==> src/rtl/pfsf_pkg.sv <==
package pfsf_pkg;

    localparam int COUNT_W   = 31;
    localparam int M_TDATA_W = 40;
    localparam int S_TUSER_W = 3;
    localparam int NULL_LEN  = 6;

    localparam logic [1:0] OP_FMT = 2'd0;
    localparam logic [1:0] OP_STR = 2'd1;
    localparam logic [1:0] OP_END = 2'd2;

    localparam logic [7:0] CH_PERCENT = 8'h25;
    localparam logic [7:0] CH_MINUS   = 8'h2d;
    localparam logic [7:0] CH_D       = 8'h64;
    localparam logic [7:0] CH_S       = 8'h73;
    localparam logic [7:0] CH_X       = 8'h78;

    localparam logic [7:0] HEX_CHARS [16] = '{
        8'h30, 8'h31, 8'h32, 8'h33, 8'h34, 8'h35, 8'h36, 8'h37,
        8'h38, 8'h39, 8'h61, 8'h62, 8'h63, 8'h64, 8'h65, 8'h66
    };

    localparam logic [7:0] NULL_TEXT [NULL_LEN] = '{
        8'h28, 8'h6e, 8'h75, 8'h6c, 8'h6c, 8'h29
    };

    localparam logic [2:0] NULL_LAST = 3'(NULL_LEN - 1);

    typedef enum logic [2:0] {
        ST_IDLE,
        ST_DABBLE,
        ST_STRIP,
        ST_DIGIT,
        ST_NULL
    } t_state;

    typedef enum logic [2:0] {
        CONV_HOLD,
        CONV_LOAD_DEC,
        CONV_LOAD_HEX,
        CONV_DABBLE,
        CONV_SHIFT
    } t_conv_op;

    typedef struct packed {
        logic [3:0] digit;
        logic       dabble_done;
        logic       last_digit;
    } t_conv_stat;

endpackage

==> src/rtl/pfsf_conv.sv <==
module pfsf_conv #(
    parameter int ARG_WIDTH = 32
) (
    input  logic                  i_clk,
    input  logic                  i_rst_n,
    input  pfsf_pkg::t_conv_op    i_cmd,
    input  logic [ARG_WIDTH-1:0]  i_word,
    output pfsf_pkg::t_conv_stat  o_stat
);

    localparam int BUF_DIGITS = (ARG_WIDTH * 3 + 9) / 10;
    localparam int NB         = BUF_DIGITS * 4;
    localparam int BITS_W     = $clog2(ARG_WIDTH + 1);
    localparam int LEFT_W     = $clog2(BUF_DIGITS + 1);

    logic [NB-1:0]        r_buf;
    logic [ARG_WIDTH-1:0] r_mag;
    logic [BITS_W-1:0]    r_bits;
    logic [LEFT_W-1:0]    r_left;
    logic [NB-1:0]        adj;

    always_comb begin
        for (int i = 0; i < BUF_DIGITS; i++) begin
            adj[i*4 +: 4] = (r_buf[i*4 +: 4] >= 4'd5) ? r_buf[i*4 +: 4] + 4'd3
                                                       : r_buf[i*4 +: 4];
        end
    end

    always_ff @(posedge i_clk) begin
        if (!i_rst_n) begin
            r_bits <= '0;
            r_left <= '0;
        end else begin
            unique case (i_cmd)
                pfsf_pkg::CONV_LOAD_DEC: begin
                    r_mag  <= i_word[ARG_WIDTH-1] ? ARG_WIDTH'(~i_word + 1'b1) : i_word;
                    r_buf  <= '0;
                    r_bits <= BITS_W'(ARG_WIDTH);
                    r_left <= LEFT_W'(BUF_DIGITS);
                end
                pfsf_pkg::CONV_LOAD_HEX: begin
                    r_buf  <= NB'(i_word);
                    r_bits <= '0;
                    r_left <= LEFT_W'(BUF_DIGITS);
                end
                pfsf_pkg::CONV_DABBLE: begin
                    r_buf  <= {adj[NB-2:0], r_mag[ARG_WIDTH-1]};
                    r_mag  <= {r_mag[ARG_WIDTH-2:0], 1'b0};
                    r_bits <= r_bits - 1'b1;
                end
                pfsf_pkg::CONV_SHIFT: begin
                    r_buf  <= {r_buf[NB-5:0], 4'h0};
                    r_left <= r_left - 1'b1;
                end
                default: ;
            endcase
        end
    end

    assign o_stat.digit       = r_buf[NB-1 -: 4];
    assign o_stat.dabble_done = (r_bits == '0);
    assign o_stat.last_digit  = (r_left == LEFT_W'(1));

endmodule

==> src/rtl/printf_format_stream_formatter.sv <==
// Format-string stream formatter: a printf subset with %d, %x and %s.
// Slave channel i_s_*: one item per format byte, string argument byte or end
// mark; tuser carries the opcode and the null flag, tlast marks the string
// terminator. Master channel o_m_*: one item per emitted character, or the
// count report (tuser low) for an end item; tlast marks the last item caused
// by one input item.
// Latency: a plain character, a string byte or the end report is registered
// at the accept edge and shows on the next cycle; such items go back to back while the receiver takes them.
// %x strips the leading zero digits of the digit buffer (ten digits with
// ARG_WIDTH 32), then emits one digit per cycle while the receiver takes
// them. %d first runs the shared shift-and-adjust unit over all ARG_WIDTH
// bits, then strips and emits the same way. A null string terminator emits
// "(null)".
// One item is in work at a time; tready is high only in the idle state with
// room in the output register.
// A stalled receiver holds the output register; the sequencer then waits at
// its next character.
// Reset clears the pending percent, the open string argument and the count.
module printf_format_stream_formatter #(
    parameter int ARG_WIDTH = 32
) (
    input  logic                                  i_clk,
    input  logic                                  i_rst_n,
    input  logic                                  i_s_tvalid,
    output logic                                  o_s_tready,
    input  logic [((ARG_WIDTH + 15) / 8) * 8-1:0] i_s_tdata,  // data_byte, arg_word, zero pad
    input  logic [pfsf_pkg::S_TUSER_W-1:0]        i_s_tuser,  // opcode[1:0], string_null
    input  logic                                  i_s_tlast,
    output logic                                  o_m_tvalid,
    input  logic                                  i_m_tready,
    output logic [pfsf_pkg::M_TDATA_W-1:0]        o_m_tdata,  // out_char, out_count, zero pad
    output logic                                  o_m_tuser,  // char_valid
    output logic                                  o_m_tlast
);

    localparam int CW = pfsf_pkg::COUNT_W;

    pfsf_pkg::t_state     r_state, n_state;
    pfsf_pkg::t_conv_op   conv_cmd;
    pfsf_pkg::t_conv_stat stat;

    logic          r_after, n_after;
    logic          r_str, n_str;
    logic [2:0]    r_idx, n_idx;
    logic [CW-1:0] r_count, n_count;

    logic          r_out_valid;
    logic [7:0]    r_out_char;
    logic          r_out_cv;
    logic          r_out_last;
    logic [CW-1:0] r_out_count;

    logic                 s_acc, can_emit, emit, emit_cv, emit_last, clr;
    logic [7:0]           emit_char;
    logic [CW-1:0]        count_inc;
    logic [1:0]           w_opcode;
    logic [7:0]           w_byte;
    logic [ARG_WIDTH-1:0] w_word;
    logic                 w_null, w_end;

    assign w_opcode = i_s_tuser[1:0];
    assign w_null   = i_s_tuser[2];
    assign w_end    = i_s_tlast;
    assign w_byte   = i_s_tdata[7:0];
    assign w_word   = i_s_tdata[ARG_WIDTH+7:8];

    assign can_emit   = !r_out_valid || i_m_tready;
    assign o_s_tready = (r_state == pfsf_pkg::ST_IDLE) && can_emit;
    assign s_acc      = i_s_tvalid && o_s_tready;
    assign count_inc  = (r_count == {CW{1'b1}}) ? r_count : r_count + 1'b1;

    pfsf_conv #(
        .ARG_WIDTH (ARG_WIDTH)
    ) u_conv (
        .i_clk   (i_clk),
        .i_rst_n (i_rst_n),
        .i_cmd   (conv_cmd),
        .i_word  (w_word),
        .o_stat  (stat)
    );

    always_comb begin
        n_state   = r_state;
        n_after   = r_after;
        n_str     = r_str;
        n_idx     = r_idx;
        conv_cmd  = pfsf_pkg::CONV_HOLD;
        emit      = 1'b0;
        emit_char = w_byte;
        emit_cv   = 1'b1;
        emit_last = 1'b1;
        clr       = 1'b0;
        unique case (r_state)
            pfsf_pkg::ST_IDLE: begin
                if (s_acc) begin
                    unique case (w_opcode)
                        pfsf_pkg::OP_FMT: begin
                            if (w_byte != 8'h00) begin
                                n_str = 1'b0;
                                if (r_after) begin
                                    n_after = 1'b0;
                                    if (w_byte == pfsf_pkg::CH_S) begin
                                        n_str = 1'b1;
                                    end else if (w_byte == pfsf_pkg::CH_D) begin
                                        conv_cmd = pfsf_pkg::CONV_LOAD_DEC;
                                        n_state  = pfsf_pkg::ST_DABBLE;
                                        if (w_word[ARG_WIDTH-1]) begin
                                            emit      = 1'b1;
                                            emit_char = pfsf_pkg::CH_MINUS;
                                            emit_last = 1'b0;
                                        end
                                    end else if (w_byte == pfsf_pkg::CH_X) begin
                                        conv_cmd = pfsf_pkg::CONV_LOAD_HEX;
                                        n_state  = pfsf_pkg::ST_STRIP;
                                    end else begin
                                        emit = 1'b1;
                                    end
                                end else if (w_byte == pfsf_pkg::CH_PERCENT) begin
                                    n_after = 1'b1;
                                end else begin
                                    emit = 1'b1;
                                end
                            end
                        end
                        pfsf_pkg::OP_STR: begin
                            if (r_str) begin
                                if (w_end) begin
                                    n_str = 1'b0;
                                    if (w_null) begin
                                        n_state = pfsf_pkg::ST_NULL;
                                        n_idx   = '0;
                                    end
                                end else if (w_byte != 8'h00) begin
                                    emit = 1'b1;
                                end
                            end
                        end
                        pfsf_pkg::OP_END: begin
                            emit      = 1'b1;
                            emit_char = 8'h00;
                            emit_cv   = 1'b0;
                            clr       = 1'b1;
                            n_after   = 1'b0;
                            n_str     = 1'b0;
                        end
                        default: ;
                    endcase
                end
            end
            pfsf_pkg::ST_DABBLE: begin
                if (stat.dabble_done) begin
                    n_state = pfsf_pkg::ST_STRIP;
                end else begin
                    conv_cmd = pfsf_pkg::CONV_DABBLE;
                end
            end
            pfsf_pkg::ST_STRIP: begin
                if (stat.digit == 4'h0 && !stat.last_digit) begin
                    conv_cmd = pfsf_pkg::CONV_SHIFT;
                end else begin
                    n_state = pfsf_pkg::ST_DIGIT;
                end
            end
            pfsf_pkg::ST_DIGIT: begin
                if (can_emit) begin
                    emit      = 1'b1;
                    emit_char = pfsf_pkg::HEX_CHARS[stat.digit];
                    emit_last = stat.last_digit;
                    if (stat.last_digit) begin
                        n_state = pfsf_pkg::ST_IDLE;
                    end else begin
                        conv_cmd = pfsf_pkg::CONV_SHIFT;
                    end
                end
            end
            pfsf_pkg::ST_NULL: begin
                if (can_emit) begin
                    emit      = 1'b1;
                    emit_char = pfsf_pkg::NULL_TEXT[r_idx];
                    emit_last = (r_idx == pfsf_pkg::NULL_LAST);
                    if (r_idx == pfsf_pkg::NULL_LAST) begin
                        n_state = pfsf_pkg::ST_IDLE;
                    end else begin
                        n_idx = r_idx + 1'b1;
                    end
                end
            end
            default: n_state = pfsf_pkg::ST_IDLE;
        endcase

        if (clr) begin
            n_count = '0;
        end else if (emit && emit_cv) begin
            n_count = count_inc;
        end else begin
            n_count = r_count;
        end
    end

    always_ff @(posedge i_clk) begin
        if (!i_rst_n) begin
            r_state     <= pfsf_pkg::ST_IDLE;
            r_after     <= 1'b0;
            r_str       <= 1'b0;
            r_idx       <= '0;
            r_count     <= '0;
            r_out_valid <= 1'b0;
        end else begin
            r_state <= n_state;
            r_after <= n_after;
            r_str   <= n_str;
            r_idx   <= n_idx;
            r_count <= n_count;
            if (can_emit) begin
                r_out_valid <= emit;
            end
        end
    end

    always_ff @(posedge i_clk) begin
        if (emit) begin
            r_out_char  <= emit_char;
            r_out_cv    <= emit_cv;
            r_out_last  <= emit_last;
            r_out_count <= emit_cv ? count_inc : r_count;
        end
    end

    assign o_m_tvalid = r_out_valid;
    assign o_m_tdata  = {1'b0, r_out_count, r_out_char};
    assign o_m_tuser  = r_out_cv;
    assign o_m_tlast  = r_out_last;

    a_end_clears_count: assert property (@(posedge i_clk) disable iff (!i_rst_n)
        s_acc && w_opcode == pfsf_pkg::OP_END |=> r_count == '0 && !r_after && !r_str)
        else $error("end item did not clear state");

    a_report_is_last: assert property (@(posedge i_clk) disable iff (!i_rst_n)
        o_m_tvalid && !o_m_tuser |-> o_m_tlast)
        else $error("count report not marked last");

    a_busy_not_ready: assert property (@(posedge i_clk) disable iff (!i_rst_n)
        r_state != pfsf_pkg::ST_IDLE |-> !o_s_tready)
        else $error("ready while converting");

    a_last_digit_idle: assert property (@(posedge i_clk) disable iff (!i_rst_n)
        emit && r_state == pfsf_pkg::ST_DIGIT && stat.last_digit
        |=> r_state == pfsf_pkg::ST_IDLE)
        else $error("sequencer did not return to idle after last digit");

    a_dabble_to_strip: assert property (@(posedge i_clk) disable iff (!i_rst_n)
        r_state == pfsf_pkg::ST_DABBLE && stat.dabble_done |=> r_state == pfsf_pkg::ST_STRIP)
        else $error("conversion did not advance to strip");

endmodule
==> config.mk <==
export PLATFORM = sky130hd
export DESIGN_NAME = printf_format_stream_formatter
export DESIGN_NICKNAME = d
export VERILOG_FILES = /design/src/rtl/pfsf_pkg.sv /design/src/rtl/pfsf_conv.sv /design/src/rtl/printf_format_stream_formatter.sv
export SDC_FILE = /design/constraint.sdc
export NUM_CORES = 1
export LEC_CHECK = 0
export BUFFER_PORTS_ARGS = -buffer_cell sky130_fd_sc_hd__buf_2
export CORE_MARGIN = 10
export CORE_UTILIZATION = 59
export DETAILED_ROUTE_END_ITERATION = 8
export PLACE_DENSITY = 0.91
export SLEW_MARGIN = 20
export SYNTH_ARGS = -nofsm -noshare
export SYNTH_HDL_FRONTEND = slang
export SYNTH_SLANG_ARGS = --single-unit
==> constraint.sdc <==
create_clock -name i_clk -period 5.95 [get_ports i_clk]
set_input_delay 1.19 -clock i_clk [delete_from_list [all_inputs] [get_ports i_clk]]
set_output_delay 1.19 -clock i_clk [all_outputs]
set_load 0.03 [all_outputs]
==> flow_summary_export.csv <==
group,metric,value,unit
outcome,run_status,"complete, no violations",
sta,whs,503,ps
die,floorplan.die_area,22300,sq um
sta,rsz0062_at_grt,"no",
drt,route.antenna.remaining_nets,0,
global_routing,grt_start_max_net_pins,83,
yosys,synth_simple_gate_area_share,22.3,%
yosys,xor_xnor_share_of_the_synthesized_area,5.95,%
drt,drt_pre_antenna_iters,6,
flow_run,max_capacitance_violation_count,0,
yosys,synth_edf_count,113,
power,cellPowerDensity,236,nW/um^2
power,power.clock.fraction,41.1,%
die,effective_utilization_at_floorplan,59.9,%
drt,post_drt_via_cell_ratio,6.16,
sta,worstMarginPinSlew,1040,ps
power,power_report.internal_total,1.94,mW
yosys,synth_area,9870,sq um
sta,fmax,265,MHz
drt,drt_iter0_drcs,821,
setup_path,timing.critical_path.slowest_stage_cell,"o31a_2",
die,pin_count,92,
power,p_switching,654,uW
power,sequentialPowerShare,48.5,%
drt,route.detailed.drc,0,
sta,final_hold_viol_count,0,
yosys,adder_cell_share_of_the_synthesized_area,4.56,%
yosys,synthArstFlopShare,0,%
clock_network,htree_levels,4,
sta,final-setup-viol-count,0,
setup_path,timing.critical_path.cells,"buf_2 > nand2b_1 > nand3_1 > nor4_1 > o31a_2",
worst_hold_path,min_path_type,"reg -> reg",
setup_path,timing.critical_path.depth,5,
setup_path,ff2ff_path_depth,4,
power,leakagePower,4.09,nW
layout,number_of_diodes,0,
placement,detailed_place.area,10400,sq um
setup_path,worst_ep_required_time,6010,ps
sta,tns_setup,0,ps
drt,vias,8595,
die,die_x,149,microns
setup_path,cp-end-kind,"flip-flop",
drt,drt_wl_total,23.4,mm
setup_path,cp-startpoint,"i_m_tready",
setup_path,timing.critical_path.max_delay_family,"simple AND/OR/NAND/NOR gates",
global_routing,grt_pass1_vias,7890,
setup_path,timing.critical_path.arrival,3840,ps
clock_network,cts_inserted_buffers,17,
sta,maxSlewHeadroom,30.8,%
setup_path,worstSetupEndpoint,"u_conv.r_buf[27]",
yosys,synth_mux_area_share,0.406,%
placement,post_place_setup_slack,1730,ps
global_routing,grt_overflow_total,0,
layout,final_cell_mix,"nand2_1 (183), edfxtp_1 (113), o21ai_0 (97), buf_2 (90), a21oi_1 (82)",
sta,fin_ws,2170,ps
yosys,avgSynthCellArea,8.89,sq um
setup_path,crit_buf_inv,1,
drt,detail_route.wl_per_cell,16.8,microns
placement,routability_cong,0.941,
sta,timing.final.max_slew_violations,0,
yosys,synth-seq-cells,163,
yosys,synthesis.instances,1110,
setup_path,crit-reg2reg-capture,"u_conv.r_buf[27]",
power,combinational_cell_fraction_of_total_power,10.3,%
yosys,synth_nets,1194,
placement,place.detailed.hpwl,16.4,mm
layout,final_common_cell,"nand2_1",
sta,period_needed,3780,ps
setup_path,rrSetupSlack,2500,ps
clock_network,clock_sink_count,163,
clock_network,tritoncts,"done",
setup_path,path_max_fanout,40,
power,design_power_total,2.59,mW
global_routing,grt_first_pass_wirelength,38.3,mm
setup_path,crit_path_max_incr_delay,890,ps
power,vdd.ir_drop.worst,199,uV
yosys,warnings_synthesis,0,
clock_network,cts_resized,0,
clock_network,path_clk_slew,60,ps
setup_path,kind_of_critical_path,"in -> reg",
yosys,synth_top_family_by_area,"simple AND/OR/NAND/NOR gates",
clock_network,clock_latency,430,ps
clock_network,post_cts_hold_buffer_count,0,
setup_path,cp-start-kind,"primary input",
yosys,synth_seq_area_share,44.5,%
layout,final_design_area_no_fill,11000,sq um
yosys,synth_flop_cell,"edfxtp_1",
yosys,yosys.cell_types.count,68,
clock_network,clockBufferDepth,2,
layout,syn2layout_area_growth,11.3,%
power,p_sw_share,25.2,%
yosys,compound_gate_portion_of_the_synthesized_area,18.0,%
clock_network,cts_root_buffer,"clkbuf_16",
layout,total_nets_final,1246,
die,core_area,16500,sq um
placement,numPortBuffers,90,
layout,final_core_utilization,66.7,%
layout,finish.cell_count_without_fillers,1395,
setup_path,rr_startpoint,"r_state[0]",
die,num_rows,47,
global_routing,grt_use_total,20.9,%
clock_network,postCtsSetupRepairBufs,0,
sta,timing.final.crit_share,63.5,%
layout,layout-drive-gt1-share,12.3,%
sta,clock-skew-final,9.99,ps
global_routing,antenna_found_initial,0,
die,dieHeight,149,microns
placement,numPlacedInstances,1363,
==> power by group through the flow <==
stage	clock network (mW)	logic [mW]	registers, mW
global placement	0	0.260	1.28
finish	1.07	0.268	1.26
detailed placement	0	0.265	1.28
CTS	1.08	0.267	1.26
global route	1.13	0.291	1.26
floorplan	0	0.137	1.32
==> worst min-delay path, delay by kind of cell (launching register included) <==
| kind | cells | cell delay (ps) |
|---|---|---|
| AOI/OAI and AO/OA | 1 | 60 |
| and+or+nand+nor | 1 | 60 |
| DFF | 1 | 330 |
==> cells in the mapped netlist (10+ instances only) <==
library cell    n  area [sq um]
nand2_1       183           687
edfxtp_1      113          3390
o21ai_0        97           485
a21oi_1        82           410
nor2_1         76           285
dfxtp_1        50          1000
clkbuf_1       48           180
inv_1          42           158
xor2_1         40           350
ha_1           36           450
nand3_1        32           160
xnor2_1        27           236
o31ai_1        26           195
or4_1          20           150
a22oi_1        15           113
and3_1         14          87.6
nand2b_1       14          87.6
nor3b_1        14           105
or3_1          14          87.6
nor2b_1        12          75.1
nor3_1         11          55.1
a21boi_0       10          75.1
nand4_1        10          62.6
==> registers in the layout, indices dropped and copies added (netlist names) <==
name,count
o_m_tvalid,1
o_m_tuser,1
r_idx,3
u_conv.r_buf,40
u_conv.r_left,4
r_count,31
r_state,3
o_m_tlast,1
r_out_char,8
r_str,1
u_conv.r_bits,6
u_conv.r_mag,32
r_after,1
r_out_count,31
==> routing by layer <==
| metal | share of wire, % | GRT usage, % | vias up |
|---|---|---|---|
| li1 | - | - | 4123 |
| met1 | 42 | 26.9 | 4018 |
| met2 | 48 | 33.8 | 412 |
| met3 | 8.4 | 5.19 | 42 |
| met4 | 1.7 | 6.67 | 0 |
| met5 | 0 | 0 | - |
==> worst min-delay path by stage <==
| stage | end | cells past startpoint | from | slack, ps |
|---|---|---|---|---|
| after floorplan | r_count[30] | 1 | r_count[30] | 470 |
| after global placement | r_count[15] | 2 | r_count[15] | 490 |
| after detailed placement | r_count[30] | 1 | r_count[30] | 500 |
| after CTS | r_idx[1] | 2 | r_idx[1] | 510 |
| after global routing | r_idx[1] | 2 | r_idx[1] | 530 |
| final | r_idx[1] | 2 | r_idx[1] | 500 |
==> final cells by class <==
class	count	area [sq um]
Tap cell	220	275
Multi-Input combinational cell	840	5070
Timing Repair Buffer	97	503
Inverter	43	161
Fill cell	1273	5490
Clock inverter	9	93.8
Clock buffer	23	479
Sequential cell	163	4390
==> logic make-up after synthesis <==
group,Yosys count
buffers and inverters,107
multiplexers,4
AND/OR/NAND/NOR,441
XOR/XNOR,67
adder cells (fa/ha/maj),36
AO/OA/AOI/OAI,291
flip-flops,163
other,1
Note: power is estimated with default switching activity, not from simulation.
